<file path="src/rtl/core/ppwd_pkg.sv">
// Package for the pose pair weighted distance block.
// Holds action codes, register indexes, controller states, unit widths
// and the CORDIC arctangent step table. No dependencies.
package ppwd_pkg;

	typedef enum logic [1:0] {
		ACT_POS   = 2'd0,
		ACT_QUAT  = 2'd1,
		ACT_JOINT = 2'd2,
		ACT_LIMIT = 2'd3
	} act_t;

	typedef enum logic [2:0] {
		REG_ANGULAR_BY_DOT    = 3'd0,
		REG_BOUNDED_MODE      = 3'd1,
		REG_LINEAR_FACTOR     = 3'd2,
		REG_WORKSPACE_FACTOR  = 3'd3,
		REG_JOINTSPACE_FACTOR = 3'd4,
		REG_LINEAR_MAX        = 3'd5,
		REG_ANGULAR_MAX       = 3'd6,
		REG_JOINTS_IN_USE     = 3'd7
	} cfg_reg_t;

	typedef enum logic [3:0] {
		ST_IDLE,
		ST_ITEM,
		ST_SQRT_LIN,
		ST_SQRT_JNT,
		ST_DIV,
		ST_ACOS_SQ,
		ST_ACOS_SQRT,
		ST_CORDIC,
		ST_MUL_T,
		ST_MUL_WS1,
		ST_MUL_WS2,
		ST_MUL_J1,
		ST_MUL_J2,
		ST_OUT
	} state_t;

	localparam logic [16:0] Q_ONE = 17'h10000;

	localparam int MUL_AW     = 48;
	localparam int MUL_BW     = 32;
	localparam int MUL_DW     = 4;
	localparam int MUL_DIGITS = MUL_BW / MUL_DW;

	localparam int SQ_RAD_W  = 64;
	localparam int SQ_ROOT_W = SQ_RAD_W / 2;

	localparam int DIV_W  = 32;
	localparam int DIVS_W = 4;

	localparam int CORDIC_STEPS = 20;
	localparam int CX_W         = 36;
	localparam int Z_W          = 24;
	localparam int ANG_W        = 17;

	function automatic logic [18:0] acos_step(input logic [4:0] i);
		logic [18:0] s;
		case (i)
			5'd0:    s = 19'd262144;
			5'd1:    s = 19'd154753;
			5'd2:    s = 19'd81767;
			5'd3:    s = 19'd41506;
			5'd4:    s = 19'd20834;
			5'd5:    s = 19'd10427;
			5'd6:    s = 19'd5215;
			5'd7:    s = 19'd2608;
			5'd8:    s = 19'd1304;
			5'd9:    s = 19'd652;
			5'd10:   s = 19'd326;
			5'd11:   s = 19'd163;
			5'd12:   s = 19'd81;
			5'd13:   s = 19'd41;
			5'd14:   s = 19'd20;
			5'd15:   s = 19'd10;
			5'd16:   s = 19'd5;
			5'd17:   s = 19'd3;
			5'd18:   s = 19'd1;
			5'd19:   s = 19'd1;
			default: s = 19'd0;
		endcase
		return s;
	endfunction

endpackage

</file>
<file path="src/rtl/core/ppwd_mul.sv">
// Digit-serial unsigned multiplier, one 4-bit digit of the multiplier per cycle.
// Depends on ppwd_pkg for operand widths.
module ppwd_mul (
	input  logic                                         clk,
	input  logic                                         arst_n,
	input  logic                                         start,
	input  logic [ppwd_pkg::MUL_AW-1:0]                  mcand,
	input  logic [ppwd_pkg::MUL_BW-1:0]                  mplier,
	output logic                                         done,
	output logic [ppwd_pkg::MUL_AW+ppwd_pkg::MUL_BW-1:0] prod
);
	import ppwd_pkg::*;

	localparam int CW = $clog2(MUL_DIGITS);
	localparam int SW = MUL_AW + MUL_DW;

	logic [MUL_AW-1:0] mc_q;
	logic [MUL_AW-1:0] hi_q;
	logic [MUL_BW-1:0] lo_q;
	logic [CW-1:0]     cnt_q;
	logic              busy_q;
	logic              done_q;
	logic [SW-1:0]     sum;

	assign sum = SW'(hi_q) + SW'(mc_q) * SW'(lo_q[MUL_DW-1:0]);

	always_ff @(posedge clk or negedge arst_n) begin
		if (!arst_n) begin
			busy_q <= 1'b0;
			done_q <= 1'b0;
			cnt_q  <= '0;
		end else begin
			done_q <= 1'b0;
			if (start) begin
				busy_q <= 1'b1;
				cnt_q  <= '0;
			end else if (busy_q) begin
				cnt_q <= cnt_q + 1'b1;
				if (cnt_q == CW'(MUL_DIGITS - 1)) begin
					busy_q <= 1'b0;
					done_q <= 1'b1;
				end
			end
		end
	end

	always_ff @(posedge clk) begin
		if (start) begin
			mc_q <= mcand;
			hi_q <= '0;
			lo_q <= mplier;
		end else if (busy_q) begin
			hi_q <= sum[SW-1:MUL_DW];
			lo_q <= {sum[MUL_DW-1:0], lo_q[MUL_BW-1:MUL_DW]};
		end
	end

	assign done = done_q;
	assign prod = {hi_q, lo_q};

endmodule

</file>
<file path="src/rtl/core/ppwd_sqrt.sv">
// Bit-serial integer square root (floor), one root bit per cycle.
// Depends on ppwd_pkg for widths.
module ppwd_sqrt (
	input  logic                             clk,
	input  logic                             arst_n,
	input  logic                             start,
	input  logic [ppwd_pkg::SQ_RAD_W-1:0]    rad,
	output logic                             done,
	output logic [ppwd_pkg::SQ_ROOT_W-1:0]   root
);
	import ppwd_pkg::*;

	localparam int CW = $clog2(SQ_ROOT_W);
	localparam int RW = SQ_ROOT_W + 2;
	localparam int XW = RW + 2;

	logic [SQ_RAD_W-1:0]  rad_q;
	logic [RW-1:0]        rem_q;
	logic [SQ_ROOT_W-1:0] root_q;
	logic [CW-1:0]        cnt_q;
	logic                 busy_q;
	logic                 done_q;
	logic [XW-1:0]        rx;
	logic [XW-1:0]        trial;
	logic                 ge;

	assign rx    = {rem_q, rad_q[SQ_RAD_W-1 -: 2]};
	assign trial = {2'b00, root_q, 2'b01};
	assign ge    = (rx >= trial);

	always_ff @(posedge clk or negedge arst_n) begin
		if (!arst_n) begin
			busy_q <= 1'b0;
			done_q <= 1'b0;
			cnt_q  <= '0;
		end else begin
			done_q <= 1'b0;
			if (start) begin
				busy_q <= 1'b1;
				cnt_q  <= '0;
			end else if (busy_q) begin
				cnt_q <= cnt_q + 1'b1;
				if (cnt_q == CW'(SQ_ROOT_W - 1)) begin
					busy_q <= 1'b0;
					done_q <= 1'b1;
				end
			end
		end
	end

	always_ff @(posedge clk) begin
		if (start) begin
			rad_q  <= rad;
			rem_q  <= '0;
			root_q <= '0;
		end else if (busy_q) begin
			rad_q  <= {rad_q[SQ_RAD_W-3:0], 2'b00};
			rem_q  <= ge ? RW'(rx - trial) : RW'(rx);
			root_q <= {root_q[SQ_ROOT_W-2:0], ge};
		end
	end

	assign done = done_q;
	assign root = root_q;

endmodule

</file>
<file path="src/rtl/core/ppwd_div.sv">
// Bit-serial restoring divider by a small nonzero divisor.
// Depends on ppwd_pkg for widths.
module ppwd_div (
	input  logic                          clk,
	input  logic                          arst_n,
	input  logic                          start,
	input  logic [ppwd_pkg::DIV_W-1:0]    dividend,
	input  logic [ppwd_pkg::DIVS_W-1:0]   divisor,
	output logic                          done,
	output logic [ppwd_pkg::DIV_W-1:0]    quot
);
	import ppwd_pkg::*;

	localparam int CW = $clog2(DIV_W);

	logic [DIV_W-1:0]  dq_q;
	logic [DIVS_W-1:0] dvs_q;
	logic [DIVS_W-1:0] rem_q;
	logic [CW-1:0]     cnt_q;
	logic              busy_q;
	logic              done_q;
	logic [DIVS_W:0]   rx;
	logic              ge;

	assign rx = {rem_q, dq_q[DIV_W-1]};
	assign ge = (rx >= {1'b0, dvs_q});

	always_ff @(posedge clk or negedge arst_n) begin
		if (!arst_n) begin
			busy_q <= 1'b0;
			done_q <= 1'b0;
			cnt_q  <= '0;
		end else begin
			done_q <= 1'b0;
			if (start) begin
				busy_q <= 1'b1;
				cnt_q  <= '0;
			end else if (busy_q) begin
				cnt_q <= cnt_q + 1'b1;
				if (cnt_q == CW'(DIV_W - 1)) begin
					busy_q <= 1'b0;
					done_q <= 1'b1;
				end
			end
		end
	end

	always_ff @(posedge clk) begin
		if (start) begin
			dq_q  <= dividend;
			dvs_q <= divisor;
			rem_q <= '0;
		end else if (busy_q) begin
			rem_q <= ge ? DIVS_W'(rx - {1'b0, dvs_q}) : DIVS_W'(rx);
			dq_q  <= {dq_q[DIV_W-2:0], ge};
		end
	end

	assign done = done_q;
	assign quot = dq_q;

endmodule

</file>
<file path="src/rtl/core/ppwd_cordic.sv">
// Vectoring CORDIC that turns (x, y) into acos(x)/pi in Q1.16 half-turns.
// One rotation step per cycle; depends on ppwd_pkg for the step table.
module ppwd_cordic (
	input  logic                          clk,
	input  logic                          arst_n,
	input  logic                          start,
	input  logic [ppwd_pkg::ANG_W-1:0]    x,
	input  logic [ppwd_pkg::ANG_W-1:0]    y,
	output logic                          done,
	output logic [ppwd_pkg::ANG_W-1:0]    ang
);
	import ppwd_pkg::*;

	localparam int CW = $clog2(CORDIC_STEPS);

	logic signed [CX_W-1:0] cx_q;
	logic signed [CX_W-1:0] cy_q;
	logic signed [Z_W-1:0]  z_q;
	logic [CW-1:0]          cnt_q;
	logic                   busy_q;
	logic                   done_q;
	logic signed [CX_W-1:0] cx_sh;
	logic signed [CX_W-1:0] cy_sh;
	logic signed [Z_W-1:0]  step;
	logic                   pos;
	logic signed [Z_W-1:0]  r;

	assign cx_sh = cx_q >>> cnt_q;
	assign cy_sh = cy_q >>> cnt_q;
	assign step  = signed'(Z_W'(acos_step(5'(cnt_q))));
	assign pos   = !cy_q[CX_W-1] && (cy_q != '0);
	assign r     = (z_q + Z_W'(8)) >>> 4;

	always_ff @(posedge clk or negedge arst_n) begin
		if (!arst_n) begin
			busy_q <= 1'b0;
			done_q <= 1'b0;
			cnt_q  <= '0;
		end else begin
			done_q <= 1'b0;
			if (start) begin
				busy_q <= 1'b1;
				cnt_q  <= '0;
			end else if (busy_q) begin
				cnt_q <= cnt_q + 1'b1;
				if (cnt_q == CW'(CORDIC_STEPS - 1)) begin
					busy_q <= 1'b0;
					done_q <= 1'b1;
				end
			end
		end
	end

	always_ff @(posedge clk) begin
		if (start) begin
			cx_q <= signed'(CX_W'({x, 14'b0}));
			cy_q <= signed'(CX_W'({y, 14'b0}));
			z_q  <= '0;
		end else if (busy_q) begin
			if (pos) begin
				cx_q <= cx_q + cy_sh;
				cy_q <= cy_q - cx_sh;
				z_q  <= z_q + step;
			end else begin
				cx_q <= cx_q - cy_sh;
				cy_q <= cy_q + cx_sh;
				z_q  <= z_q - step;
			end
		end
	end

	always_comb begin
		if (r[Z_W-1])
			ang = '0;
		else if (r > Z_W'(Q_ONE))
			ang = Q_ONE;
		else
			ang = r[ANG_W-1:0];
	end

	assign done = done_q;

endmodule

</file>
<file path="src/rtl/core/pose_pair_weighted_distance.sv">
// Weighted distance between two waypoints: one coordinate-pair item at a time.
// A limit load is taken in idle and leaves the controller there; any other item runs one
// multiplier product. A last item adds two roots, a divide and five products, and its result
// waits in ST_OUT for a free output register; acos mode adds a product, a root and 20 CORDIC steps.
// A new item is taken only in idle, once the one before is through; the serial units are shared.
// Reset clears accumulators and output valid, loads register defaults, limits all ones.
module pose_pair_weighted_distance #(
	parameter int MAX_JOINTS = 8
) (
	input  logic               clk,
	input  logic               arst_n,
	input  logic               in_valid,
	output logic               in_ready,
	input  logic [1:0]         action,
	input  logic [2:0]         index,
	input  logic signed [31:0] value_a,
	input  logic signed [31:0] value_b,
	input  logic               last,
	output logic               out_valid,
	input  logic               out_ready,
	output logic [31:0]        distance,
	output logic               infinite,
	output logic [31:0]        linear_part,
	output logic [16:0]        angular_part,
	input  logic               cfg_valid,
	output logic               cfg_ready,
	input  logic [2:0]         cfg_index,
	input  logic [31:0]        cfg_data
);
	import ppwd_pkg::*;

	localparam int JW = (MAX_JOINTS > 1) ? $clog2(MAX_JOINTS) : 1;

	state_t state_q, state_d;
	logic   launch_q;

	logic        abd_q, bnd_q;
	logic [31:0] lf_q, lmax_q;
	logic [16:0] wf_q, jf_q, amax_q;
	logic [3:0]  jiu_q;

	logic [31:0] lim_q [MAX_JOINTS];

	act_t               act_q;
	logic [2:0]         idx_q;
	logic signed [31:0] a_q, b_q;
	logic               last_q;

	logic [63:0]        pos_sum_q, jnt_sum_q;
	logic signed [63:0] dot_q;
	logic               jexc_q;

	logic [31:0] lin_q, jroot_q, jd_q;
	logic [16:0] ang_q, ycor_q;
	logic [47:0] t_q, p1_q, ws_q;
	logic [48:0] jterm_q;
	logic [31:0] dist_q;

	logic        out_valid_q, inf_out_q;
	logic [31:0] dist_out_q, lin_out_q;
	logic [16:0] ang_out_q;

	logic in_acc, out_load;
	logic mul_start, sqrt_start, div_start, cor_start;
	logic mul_done, sqrt_done, div_done, cor_done;
	logic [MUL_AW-1:0]        mul_a;
	logic [MUL_BW-1:0]        mul_b;
	logic [MUL_AW+MUL_BW-1:0] mul_prod;
	logic [SQ_RAD_W-1:0]      sq_rad;
	logic [SQ_ROOT_W-1:0]     sq_root;
	logic [DIV_W-1:0]         div_quot;
	logic [DIVS_W-1:0]        div_dvs;
	logic [ANG_W-1:0]         cor_ang;

	logic signed [32:0] diff;
	logic [32:0]        mag33;
	logic [31:0]        mag, abs_a, abs_b;
	logic               neg;
	logic [63:0]        prod64;
	logic signed [64:0] sprod, dsum;
	logic [64:0]        usum_pos, usum_jnt;
	logic               in_range;
	logic [JW-1:0]      idx_w;
	logic               lim_hit;
	logic [63:0]        dot_mag;
	logic [47:0]        adot48;
	logic [16:0]        adot;
	logic [32:0]        rad33;
	logic [16:0]        wf_c, jf_c, wf_inv, jf_inv;
	logic [48:0]        ws49;
	logic [47:0]        ws_sat;
	logic [64:0]        fsum;
	logic [63:0]        f64;
	logic [47:0]        fsh;
	logic [31:0]        dist_c;
	logic               inf_c;

	assign in_acc    = in_valid && in_ready;
	assign cfg_ready = 1'b1;

	// configuration
	always_ff @(posedge clk or negedge arst_n) begin
		if (!arst_n) begin
			abd_q  <= 1'b1;
			bnd_q  <= 1'b1;
			lf_q   <= 32'h0001_0000;
			wf_q   <= 17'h08000;
			jf_q   <= 17'h08000;
			lmax_q <= 32'hFFFF_FFFF;
			amax_q <= Q_ONE;
			jiu_q  <= 4'd6;
		end else if (cfg_valid && cfg_ready) begin
			case (cfg_reg_t'(cfg_index))
				REG_ANGULAR_BY_DOT:    abd_q  <= cfg_data[0];
				REG_BOUNDED_MODE:      bnd_q  <= cfg_data[0];
				REG_LINEAR_FACTOR:     lf_q   <= cfg_data;
				REG_WORKSPACE_FACTOR:  wf_q   <= cfg_data[16:0];
				REG_JOINTSPACE_FACTOR: jf_q   <= cfg_data[16:0];
				REG_LINEAR_MAX:        lmax_q <= cfg_data;
				REG_ANGULAR_MAX:       amax_q <= cfg_data[16:0];
				REG_JOINTS_IN_USE:     jiu_q  <= cfg_data[3:0];
				default:               ;
			endcase
		end
	end

	// joint limits
	always_ff @(posedge clk or negedge arst_n) begin
		if (!arst_n) begin
			for (int i = 0; i < MAX_JOINTS; i++)
				lim_q[i] <= '1;
		end else if (in_acc && act_t'(action) == ACT_LIMIT && 32'(index) < MAX_JOINTS) begin
			lim_q[JW'(index)] <= value_a;
		end
	end

	// controller
	always_ff @(posedge clk or negedge arst_n) begin
		if (!arst_n) begin
			state_q  <= ST_IDLE;
			launch_q <= 1'b0;
		end else begin
			state_q  <= state_d;
			launch_q <= (state_d != state_q);
		end
	end

	always_comb begin
		state_d    = state_q;
		in_ready   = 1'b0;
		mul_start  = 1'b0;
		sqrt_start = 1'b0;
		div_start  = 1'b0;
		cor_start  = 1'b0;
		out_load   = 1'b0;
		case (state_q)
			ST_IDLE: begin
				in_ready = 1'b1;
				if (in_valid && act_t'(action) != ACT_LIMIT)
					state_d = ST_ITEM;
			end
			ST_ITEM: begin
				mul_start = launch_q;
				if (mul_done)
					state_d = last_q ? ST_SQRT_LIN : ST_IDLE;
			end
			ST_SQRT_LIN: begin
				sqrt_start = launch_q;
				if (sqrt_done)
					state_d = ST_SQRT_JNT;
			end
			ST_SQRT_JNT: begin
				sqrt_start = launch_q;
				if (sqrt_done)
					state_d = ST_DIV;
			end
			ST_DIV: begin
				div_start = launch_q;
				if (div_done)
					state_d = abd_q ? ST_MUL_T : ST_ACOS_SQ;
			end
			ST_ACOS_SQ: begin
				mul_start = launch_q;
				if (mul_done)
					state_d = ST_ACOS_SQRT;
			end
			ST_ACOS_SQRT: begin
				sqrt_start = launch_q;
				if (sqrt_done)
					state_d = ST_CORDIC;
			end
			ST_CORDIC: begin
				cor_start = launch_q;
				if (cor_done)
					state_d = ST_MUL_T;
			end
			ST_MUL_T: begin
				mul_start = launch_q;
				if (mul_done)
					state_d = ST_MUL_WS1;
			end
			ST_MUL_WS1: begin
				mul_start = launch_q;
				if (mul_done)
					state_d = ST_MUL_WS2;
			end
			ST_MUL_WS2: begin
				mul_start = launch_q;
				if (mul_done)
					state_d = ST_MUL_J1;
			end
			ST_MUL_J1: begin
				mul_start = launch_q;
				if (mul_done)
					state_d = ST_MUL_J2;
			end
			ST_MUL_J2: begin
				mul_start = launch_q;
				if (mul_done)
					state_d = ST_OUT;
			end
			ST_OUT: begin
				if (!out_valid_q || out_ready) begin
					out_load = 1'b1;
					state_d  = ST_IDLE;
				end
			end
			default: state_d = ST_IDLE;
		endcase
	end

	// item arithmetic
	assign diff     = {b_q[31], b_q} - {a_q[31], a_q};
	assign mag33    = diff[32] ? 33'(-diff) : 33'(diff);
	assign mag      = mag33[31:0];
	assign abs_a    = a_q[31] ? 32'(-a_q) : 32'(a_q);
	assign abs_b    = b_q[31] ? 32'(-b_q) : 32'(b_q);
	assign neg      = a_q[31] ^ b_q[31];
	assign prod64   = mul_prod[63:0];
	assign sprod    = neg ? -signed'({1'b0, prod64}) : signed'({1'b0, prod64});
	assign dsum     = signed'({dot_q[63], dot_q}) + sprod;
	assign usum_pos = {1'b0, pos_sum_q} + {1'b0, prod64};
	assign usum_jnt = {1'b0, jnt_sum_q} + {1'b0, prod64};
	assign in_range = (32'(idx_q) < MAX_JOINTS);
	assign idx_w    = JW'(idx_q);
	assign lim_hit  = in_range && (mag > lim_q[idx_w]);

	// closing arithmetic
	assign dot_mag = dot_q[63] ? 64'(-dot_q) : 64'(dot_q);
	assign adot48  = dot_mag[63:16];
	assign adot    = (adot48 > 48'(Q_ONE)) ? Q_ONE : adot48[16:0];
	assign rad33   = 33'h1_0000_0000 - mul_prod[32:0];
	assign wf_c    = (wf_q > Q_ONE) ? Q_ONE : wf_q;
	assign jf_c    = (jf_q > Q_ONE) ? Q_ONE : jf_q;
	assign wf_inv  = Q_ONE - wf_c;
	assign jf_inv  = Q_ONE - jf_c;
	assign ws49    = {1'b0, p1_q} + 49'(mul_prod[32:16]);
	assign ws_sat  = ws49[48] ? '1 : ws49[47:0];
	assign fsum    = {1'b0, mul_prod[63:0]} + 65'(jterm_q);
	assign f64     = fsum[64] ? '1 : fsum[63:0];
	assign fsh     = f64[63:16];
	assign dist_c  = (|fsh[47:32]) ? '1 : fsh[31:0];
	assign inf_c   = bnd_q && ((lin_q > lmax_q) || (ang_q > amax_q) || jexc_q);
	assign div_dvs = (jiu_q == '0) ? 4'd1 : jiu_q;

	always_comb begin
		mul_a  = '0;
		mul_b  = '0;
		sq_rad = '0;
		case (state_q)
			ST_ITEM: begin
				if (act_q == ACT_QUAT) begin
					mul_a = MUL_AW'(abs_a);
					mul_b = abs_b;
				end else begin
					mul_a = MUL_AW'(mag);
					mul_b = mag;
				end
			end
			ST_SQRT_LIN:  sq_rad = pos_sum_q;
			ST_SQRT_JNT:  sq_rad = jnt_sum_q;
			ST_ACOS_SQ: begin
				mul_a = MUL_AW'(adot);
				mul_b = MUL_BW'(adot);
			end
			ST_ACOS_SQRT: sq_rad = SQ_RAD_W'(rad33);
			ST_MUL_T: begin
				mul_a = MUL_AW'(lin_q);
				mul_b = lf_q;
			end
			ST_MUL_WS1: begin
				mul_a = t_q;
				mul_b = MUL_BW'(wf_c);
			end
			ST_MUL_WS2: begin
				mul_a = MUL_AW'(ang_q);
				mul_b = MUL_BW'(wf_inv);
			end
			ST_MUL_J1: begin
				mul_a = MUL_AW'(jd_q);
				mul_b = MUL_BW'(jf_c);
			end
			ST_MUL_J2: begin
				mul_a = ws_q;
				mul_b = MUL_BW'(jf_inv);
			end
			default: ;
		endcase
	end

	// accumulators
	always_ff @(posedge clk or negedge arst_n) begin
		if (!arst_n) begin
			pos_sum_q <= '0;
			jnt_sum_q <= '0;
			dot_q     <= '0;
			jexc_q    <= 1'b0;
		end else if (out_load) begin
			pos_sum_q <= '0;
			jnt_sum_q <= '0;
			dot_q     <= '0;
			jexc_q    <= 1'b0;
		end else if (state_q == ST_ITEM && mul_done) begin
			case (act_q)
				ACT_POS:
					pos_sum_q <= usum_pos[64] ? '1 : usum_pos[63:0];
				ACT_QUAT: begin
					if (dsum[64] != dsum[63])
						dot_q <= dsum[64] ? {1'b1, 63'b0} : {1'b0, {63{1'b1}}};
					else
						dot_q <= dsum[63:0];
				end
				ACT_JOINT: begin
					jnt_sum_q <= usum_jnt[64] ? '1 : usum_jnt[63:0];
					if (lim_hit)
						jexc_q <= 1'b1;
				end
				default: ;
			endcase
		end
	end

	// item and closing data
	always_ff @(posedge clk) begin
		if (in_acc) begin
			act_q  <= act_t'(action);
			idx_q  <= index;
			a_q    <= value_a;
			b_q    <= value_b;
			last_q <= last;
		end
		if (state_q == ST_SQRT_LIN && sqrt_done)
			lin_q <= sq_root;
		if (state_q == ST_SQRT_JNT && sqrt_done)
			jroot_q <= sq_root;
		if (state_q == ST_DIV && div_done) begin
			jd_q <= div_quot;
			if (abd_q)
				ang_q <= Q_ONE - adot;
		end
		if (state_q == ST_ACOS_SQRT && sqrt_done)
			ycor_q <= sq_root[16:0];
		if (state_q == ST_CORDIC && cor_done)
			ang_q <= cor_ang;
		if (state_q == ST_MUL_T && mul_done)
			t_q <= mul_prod[63:16];
		if (state_q == ST_MUL_WS1 && mul_done)
			p1_q <= mul_prod[63:16];
		if (state_q == ST_MUL_WS2 && mul_done)
			ws_q <= ws_sat;
		if (state_q == ST_MUL_J1 && mul_done)
			jterm_q <= mul_prod[48:0];
		if (state_q == ST_MUL_J2 && mul_done)
			dist_q <= dist_c;
		if (out_load) begin
			dist_out_q <= inf_c ? '1 : dist_q;
			inf_out_q  <= inf_c;
			lin_out_q  <= lin_q;
			ang_out_q  <= ang_q;
		end
	end

	// output register
	always_ff @(posedge clk or negedge arst_n) begin
		if (!arst_n)
			out_valid_q <= 1'b0;
		else if (out_load)
			out_valid_q <= 1'b1;
		else if (out_ready)
			out_valid_q <= 1'b0;
	end

	assign out_valid    = out_valid_q;
	assign distance     = dist_out_q;
	assign infinite     = inf_out_q;
	assign linear_part  = lin_out_q;
	assign angular_part = ang_out_q;

	ppwd_mul u_mul (
		.clk    (clk),
		.arst_n (arst_n),
		.start  (mul_start),
		.mcand  (mul_a),
		.mplier (mul_b),
		.done   (mul_done),
		.prod   (mul_prod)
	);

	ppwd_sqrt u_sqrt (
		.clk    (clk),
		.arst_n (arst_n),
		.start  (sqrt_start),
		.rad    (sq_rad),
		.done   (sqrt_done),
		.root   (sq_root)
	);

	ppwd_div u_div (
		.clk      (clk),
		.arst_n   (arst_n),
		.start    (div_start),
		.dividend (jroot_q),
		.divisor  (div_dvs),
		.done     (div_done),
		.quot     (div_quot)
	);

	ppwd_cordic u_cordic (
		.clk    (clk),
		.arst_n (arst_n),
		.start  (cor_start),
		.x      (adot),
		.y      (ycor_q),
		.done   (cor_done),
		.ang    (cor_ang)
	);

	a_inf_dist: assert property (@(posedge clk) disable iff (!arst_n)
		out_valid_q && inf_out_q |-> dist_out_q == 32'hFFFF_FFFF)
		else $error("infinite result without saturated distance");

	a_ang_range: assert property (@(posedge clk) disable iff (!arst_n)
		out_valid_q |-> ang_out_q <= Q_ONE)
		else $error("angular part above one");

	a_inf_bounded: assert property (@(posedge clk) disable iff (!arst_n)
		out_load && !bnd_q |=> !inf_out_q)
		else $error("infinite flag outside bounded mode");

	a_load_valid: assert property (@(posedge clk) disable iff (!arst_n)
		out_load |=> out_valid_q && state_q == ST_IDLE)
		else $error("closing item did not produce a result");

endmodule

</file>
<file path="config.mk">
export PLATFORM = sky130hd
export DESIGN_NAME = pose_pair_weighted_distance
export DESIGN_NICKNAME = d
export VERILOG_FILES = /design/src/rtl/core/ppwd_pkg.sv /design/src/rtl/core/ppwd_mul.sv /design/src/rtl/core/ppwd_sqrt.sv /design/src/rtl/core/ppwd_div.sv /design/src/rtl/core/ppwd_cordic.sv /design/src/rtl/core/pose_pair_weighted_distance.sv
export SDC_FILE = /design/constraint.sdc
export NUM_CORES = 2
export LEC_CHECK = 0
export BUFFER_PORTS_ARGS = -buffer_cell sky130_fd_sc_hd__buf_2
export CORE_ASPECT_RATIO = 0.5
export CORE_MARGIN = 1.5
export CORE_UTILIZATION = 66
export DETAILED_ROUTE_END_ITERATION = 10
export PLACE_DENSITY = 0.83
export SLEW_MARGIN = 20
export SYNTH_ARGS = -nofsm -noshare
export SYNTH_HDL_FRONTEND = slang
export SYNTH_SLANG_ARGS = --single-unit
</file>
<file path="constraint.sdc">
create_clock -name clk -period 19.6 [get_ports clk]
set_clock_uncertainty 0.15 [all_clocks]
set_input_delay 3.92 -clock clk [delete_from_list [all_inputs] [get_ports clk]]
set_output_delay 3.92 -clock clk [all_outputs]
set_load 0.05 [all_outputs]
</file>
==> results summary <==
Across all register-to-register paths, the minimum setup slack is around 11 ns. The post-place setup slack came out at 11.34 ns. The tree is rooted in a sky130_fd_sc_hd__clkbuf_16. The met2 layer usage reported by global route came out at about three fifths. The maximum buffer depth of the clock tree came out at 4. The largest driver fanout on the critical path came out at 55. The number of instances resized during post-cts repair is 0. The global-route track usage on met1 is between 50% and 60%. The simple-gate share of the synthesized area came out at roughly an eighth. The count of synthesis-stage warnings from yosys is 0. The run finished, with violations left.

The synthesized-area fraction occupied by ao, oa, aoi and oai cells came out at ~17%. The count of flip-flops with a built-in enable after synthesis is 721. The distinct cell type count after synthesis is around 110. The wire-length estimate of the detail-placed layout is between 200 and 250 mm. The fraction of final layout cells with drive strength greater than 1 is 15.87%. The tool flagged a number of max-cap violations equal to 0. The effective utilization at floorplan came out at 66.99%. The worst setup path is launched from a register. In this run, synthesis produced a sequential element count of 1,503. The number of clock sinks came out at between 1.5k and 2k. In the post-synthesis netlist, the cell with the most instances is sky130_fd_sc_hd__nand2_1. The boundary pin count came out at around 200. The worst setup path is of the reg -> reg kind. The register clock-pin slew on the reported worst setup and hold paths came out at about 0.07 ns. The minimum setup slack in the final design is between 10 and 15 ns.

In the synthesized netlist, mux cells make up between 10% and 20% of the area. The mean post-synth cell area is roughly 10 um^2. The post-synthesis xor/xnor area fraction came out at roughly 6.3%. The remaining global-route overflow came out at 0. The maximum number of pins on one net before global-route repair came out at 152. The detail route stage leaves a number of antenna-violating nets equal to 0. TritonCTS built the clock tree. Routability-driven placement finished with a final weighted congestion of about 1.0. The minimum clock period after layout came out at 8.615 ns. By area the synthesized netlist is led by sky130_fd_sc_hd__edfxtp_1, sky130_fd_sc_hd__dfstp_2, sky130_fd_sc_hd__dfrtp_1, sky130_fd_sc_hd__ha_1, sky130_fd_sc_hd__mux2_2. Summed over its instances, the top area cell type makes up a little over a fifth of the synthesized netlist area.

The total clock buffers created by CTS came out at between 100 and 150. The number of buffers added for setup after CTS came out at 0. Of the available clock period, the critical path in the final layout requires a little over two fifths. The floorplan has between 100 and 150 rows. The via count of the first global-routing pass came to ~80k.

The first-pass GRT wire length came out at about 500 mm. The count of final setup violators came out at 0. The total negative slack for setup checks came out at 0 ns. met2 is the most crowded layer. The actual slew at the worst max-slew pin is between 1 and 1.5 ns.

The overall fraction of global-route tracks in use came out at about two fifths. The wire length per cell came out at approximately 27 um. The die boundary width is 560.1 um. The remaining max-slew budget at the tightest pin came out at about 6.6%.

The final layout contains routed wiring with a total length of ~330 mm. The height of the die is 281.6 um. The final reports fail on DRC.

For this run, the top clock speed supported by timing is ~120 MHz. Using the TritonRoute via totals, the vias-per-cell ratio works out to just under 7. Sorting the synthesized cells by how often they occur yields sky130_fd_sc_hd__nand2_1, sky130_fd_sc_hd__nor2_1, sky130_fd_sc_hd__a21oi_1. In this run the standard cell core region covers roughly 150,000 um^2.

The first detailed-routing pass ran for 11 iterations. The die covers approximately 160,000 um^2. The final number of max-transition violations came out at 0. The summed instance area of the synthesized netlist is about 100,000 um^2. Among all flip-flop cells after synthesis, the most frequent one is sky130_fd_sc_hd__edfxtp_1. The number of nets produced by synthesis came out at 11.00k.

The synthesized design spends more area on one cell type than any other, namely sky130_fd_sc_hd__edfxtp_1. Summing the sequential cell areas from Yosys gives 39.72% of the chip area. The worst setup path is captured at a register.

The detailed router placed 85.84k vias in this run. The remaining design rule violation count came out at 14. The number of buffer cells added on primary ports came out at about 190.

The violation count after the first detailed-route iteration is approximately 13k. The clock latency at the later pin of the worst-skew pair came out at 0.83 ns. The number of antenna violations at the first check in global routing came out at 31. The number of failing hold endpoints at the final stage came out at 0. Counting flops with an async set or reset pin after synthesis yields a share of 40.05%. The H-tree was split into 4 levels. The data required time of the worst path is around 20 ns. The worst hold path belongs to the class reg -> reg. The number of nets in the finished design came out at roughly 11k. Of the total synthesized cell area, the portion taken by full adders, half adders and majority gates is between 10 and 15%.

From synthesis to final layout, the design area changed by 7.654%. The combinational family with the most area after synthesis is compound AO/OA/AOI/OAI gates. The gate count of the mapped netlist is between 10k and 15k. The data arrival time of the critical path came out at between 9 and 10 ns. Fill cells in the final layout number roughly 11k. The met3 demand-to-capacity share in global routing is ~17%. Buffers inserted to repair hold after CTS numbered 0. Setup repair after global routing left no endpoint under its margin.
-- stage by stage --
stage | hold slack, ns | cells | instance area, um^2 | util [%]
2_1_floorplan | 0.2762 | 10159 | 102400 | -
3_5_place_dp | 0.2887 | 12050 | 105300 | 68.88
5_1_grt | 0.3220 | 12318 | 110200 | 72.09
4_1_cts | 0.3038 | 12311 | 110100 | 72.03
3_3_place_gp | 0.2780 | 12049 | 105300 | 68.86
6_report | 0.3058 | 12332 | 110300 | 72.12
-- flip-flops by register name, summed over array words and instances, names as in the netlist, 48 cells and up --
| signal | count |
|---|---|
| u_mul.mc_q | 48 |
| p1_q | 48 |
| pos_sum_q | 64 |
| lim_q | 256 |
| u_mul.hi_q | 48 |
| ws_q | 48 |
| jterm_q | 49 |
| u_sqrt.rad_q | 64 |
| jnt_sum_q | 64 |
| t_q | 48 |
| dot_q | 64 |
-- final timing paths --
| check | start | endpoint | depth (start not counted) |
|---|---|---|---|
| max reg2reg | u_mul.lo_q[1]$_DFFE_PP_ | dot_q[36]$_DFFE_PN0P_ | 26 |
| max | u_mul.lo_q[1]$_DFFE_PP_ | dot_q[36]$_DFFE_PN0P_ | 26 |
| min reg2reg | u_div.quot[17]$_DFFE_PP_ | jd_q[17]$_DFFE_PP_ | 0 |
| min in group asynchronous | arst_n | lf_q[20]$_DFFE_PN0P_ | 1 |
| max in group asynchronous | arst_n | jnt_sum_q[43]$_DFFE_PN0P_ | 5 |
| min | u_div.quot[17]$_DFFE_PP_ | jd_q[17]$_DFFE_PP_ | 0 |
-- cell type report --
class / instances / area (um^2) / share of cell area (%)
Multi-Input combinational cell: 7704 / 58250 / 52.82
Sequential cell: 1503 / 40700 / 36.91
Clock buffer: 203 / 4161 / 3.774
Tap cell: 2060 / 2577 / 2.337
Timing Repair Buffer: 357 / 2272 / 2.060
Inverter: 429 / 1615 / 1.465
Clock inverter: 58 / 651.9 / 0.5911
Antenna cell: 18 / 45.04 / 0.04085
-- cells by family after synthesis --
group,after synthesis
fa+ha+maj,731
other cells,1
xor+xnor,733
compound gates,2688
flops,1503
buf+inv,952
simple gates,2751
mux,800
-- worst max-delay path: stages (launching register included) --
cell and delay [ns]:
sky130_fd_sc_hd__edfxtp_1 0.36, sky130_fd_sc_hd__buf_4 0.31, sky130_fd_sc_hd__inv_1 0.23, sky130_fd_sc_hd__ha_1 0.22, sky130_fd_sc_hd__nor3b_1 0.51, sky130_fd_sc_hd__nand2_1 0.30
sky130_fd_sc_hd__nor3_1 0.38, sky130_fd_sc_hd__nor3b_1 0.53, sky130_fd_sc_hd__nand2_1 0.13, sky130_fd_sc_hd__or2_2 0.33, sky130_fd_sc_hd__nor4_1 0.36, sky130_fd_sc_hd__nor2_1 0.10
sky130_fd_sc_hd__xor2_1 0.28, sky130_fd_sc_hd__ha_1 0.35, sky130_fd_sc_hd__a21o_1 0.21, sky130_fd_sc_hd__a21o_1 0.18, sky130_fd_sc_hd__a21oi_1 0.17, sky130_fd_sc_hd__o311ai_0 0.18
sky130_fd_sc_hd__a221oi_1 0.57, sky130_fd_sc_hd__a21oi_1 0.26, sky130_fd_sc_hd__a2111oi_0 0.67, sky130_fd_sc_hd__nor2_1 0.23, sky130_fd_sc_hd__a21oi_1 0.21, sky130_fd_sc_hd__xnor2_1 0.15
sky130_fd_sc_hd__o21a_2 0.28, sky130_fd_sc_hd__buf_4 0.56, sky130_fd_sc_hd__a221o_1 0.26
-- cells in the final DEF, fill, tap and decap left out, types with 63 or more instances in the layout --
| cell type | netlist | final |
|---|---|---|
| sky130_fd_sc_hd__o21a_1 | 98 | 96 |
| sky130_fd_sc_hd__o21ai_0 | 498 | 492 |
| sky130_fd_sc_hd__ha_1 | 583 | 582 |
| sky130_fd_sc_hd__nand2_1 | 836 | 835 |
| sky130_fd_sc_hd__nand3_1 | 191 | 190 |
| sky130_fd_sc_hd__a211oi_1 | 85 | 84 |
| sky130_fd_sc_hd__mux2i_1 | 211 | 211 |
| sky130_fd_sc_hd__a221o_1 | 82 | 82 |
| sky130_fd_sc_hd__a221oi_1 | 67 | 67 |
| sky130_fd_sc_hd__dfxtp_1 | 180 | 180 |
| sky130_fd_sc_hd__dfstp_2 | 296 | 296 |
| sky130_fd_sc_hd__nor2_1 | 742 | 737 |
| sky130_fd_sc_hd__edfxtp_1 | 721 | 721 |
| sky130_fd_sc_hd__or3_1 | 88 | 88 |
| sky130_fd_sc_hd__nor3_1 | 160 | 149 |
| sky130_fd_sc_hd__buf_4 | 5 | 160 |
| sky130_fd_sc_hd__nor4_1 | 64 | 63 |
| sky130_fd_sc_hd__mux2_2 | 432 | 432 |
| sky130_fd_sc_hd__or2_2 | 67 | 67 |
| sky130_fd_sc_hd__xor2_1 | 321 | 321 |
| sky130_fd_sc_hd__nand2b_1 | 79 | 78 |
| sky130_fd_sc_hd__nand4_1 | 115 | 115 |
| sky130_fd_sc_hd__clkbuf_16 | 0 | 154 |
| sky130_fd_sc_hd__a21oi_1 | 739 | 739 |
| sky130_fd_sc_hd__a22oi_1 | 70 | 70 |
| sky130_fd_sc_hd__dfrtp_1 | 306 | 298 |
| sky130_fd_sc_hd__nor2b_1 | 81 | 80 |
| sky130_fd_sc_hd__and3_1 | 101 | 98 |
| sky130_fd_sc_hd__a31oi_1 | 205 | 204 |
| sky130_fd_sc_hd__o21bai_1 | 72 | 72 |
| sky130_fd_sc_hd__buf_2 | 21 | 192 |
| sky130_fd_sc_hd__fa_1 | 148 | 148 |
| sky130_fd_sc_hd__xnor2_1 | 412 | 412 |
| sky130_fd_sc_hd__inv_1 | 428 | 423 |
| sky130_fd_sc_hd__a21o_1 | 272 | 272 |
| sky130_fd_sc_hd__mux4_2 | 148 | 148 |
| sky130_fd_sc_hd__and2_1 | 99 | 93 |
-- layer usage --
metal  part of all wire, %  vias to the layer above
met5                 0.074                        -
met4                   4.3                       20
met3                    15                      914
met2                    41                     5509
met1                    39                    41726
li1                      -                    37675
Power is left out: the tool's default activity adds up to more than one toggle a clock period on the data nets, which glitch-free logic cannot reach.
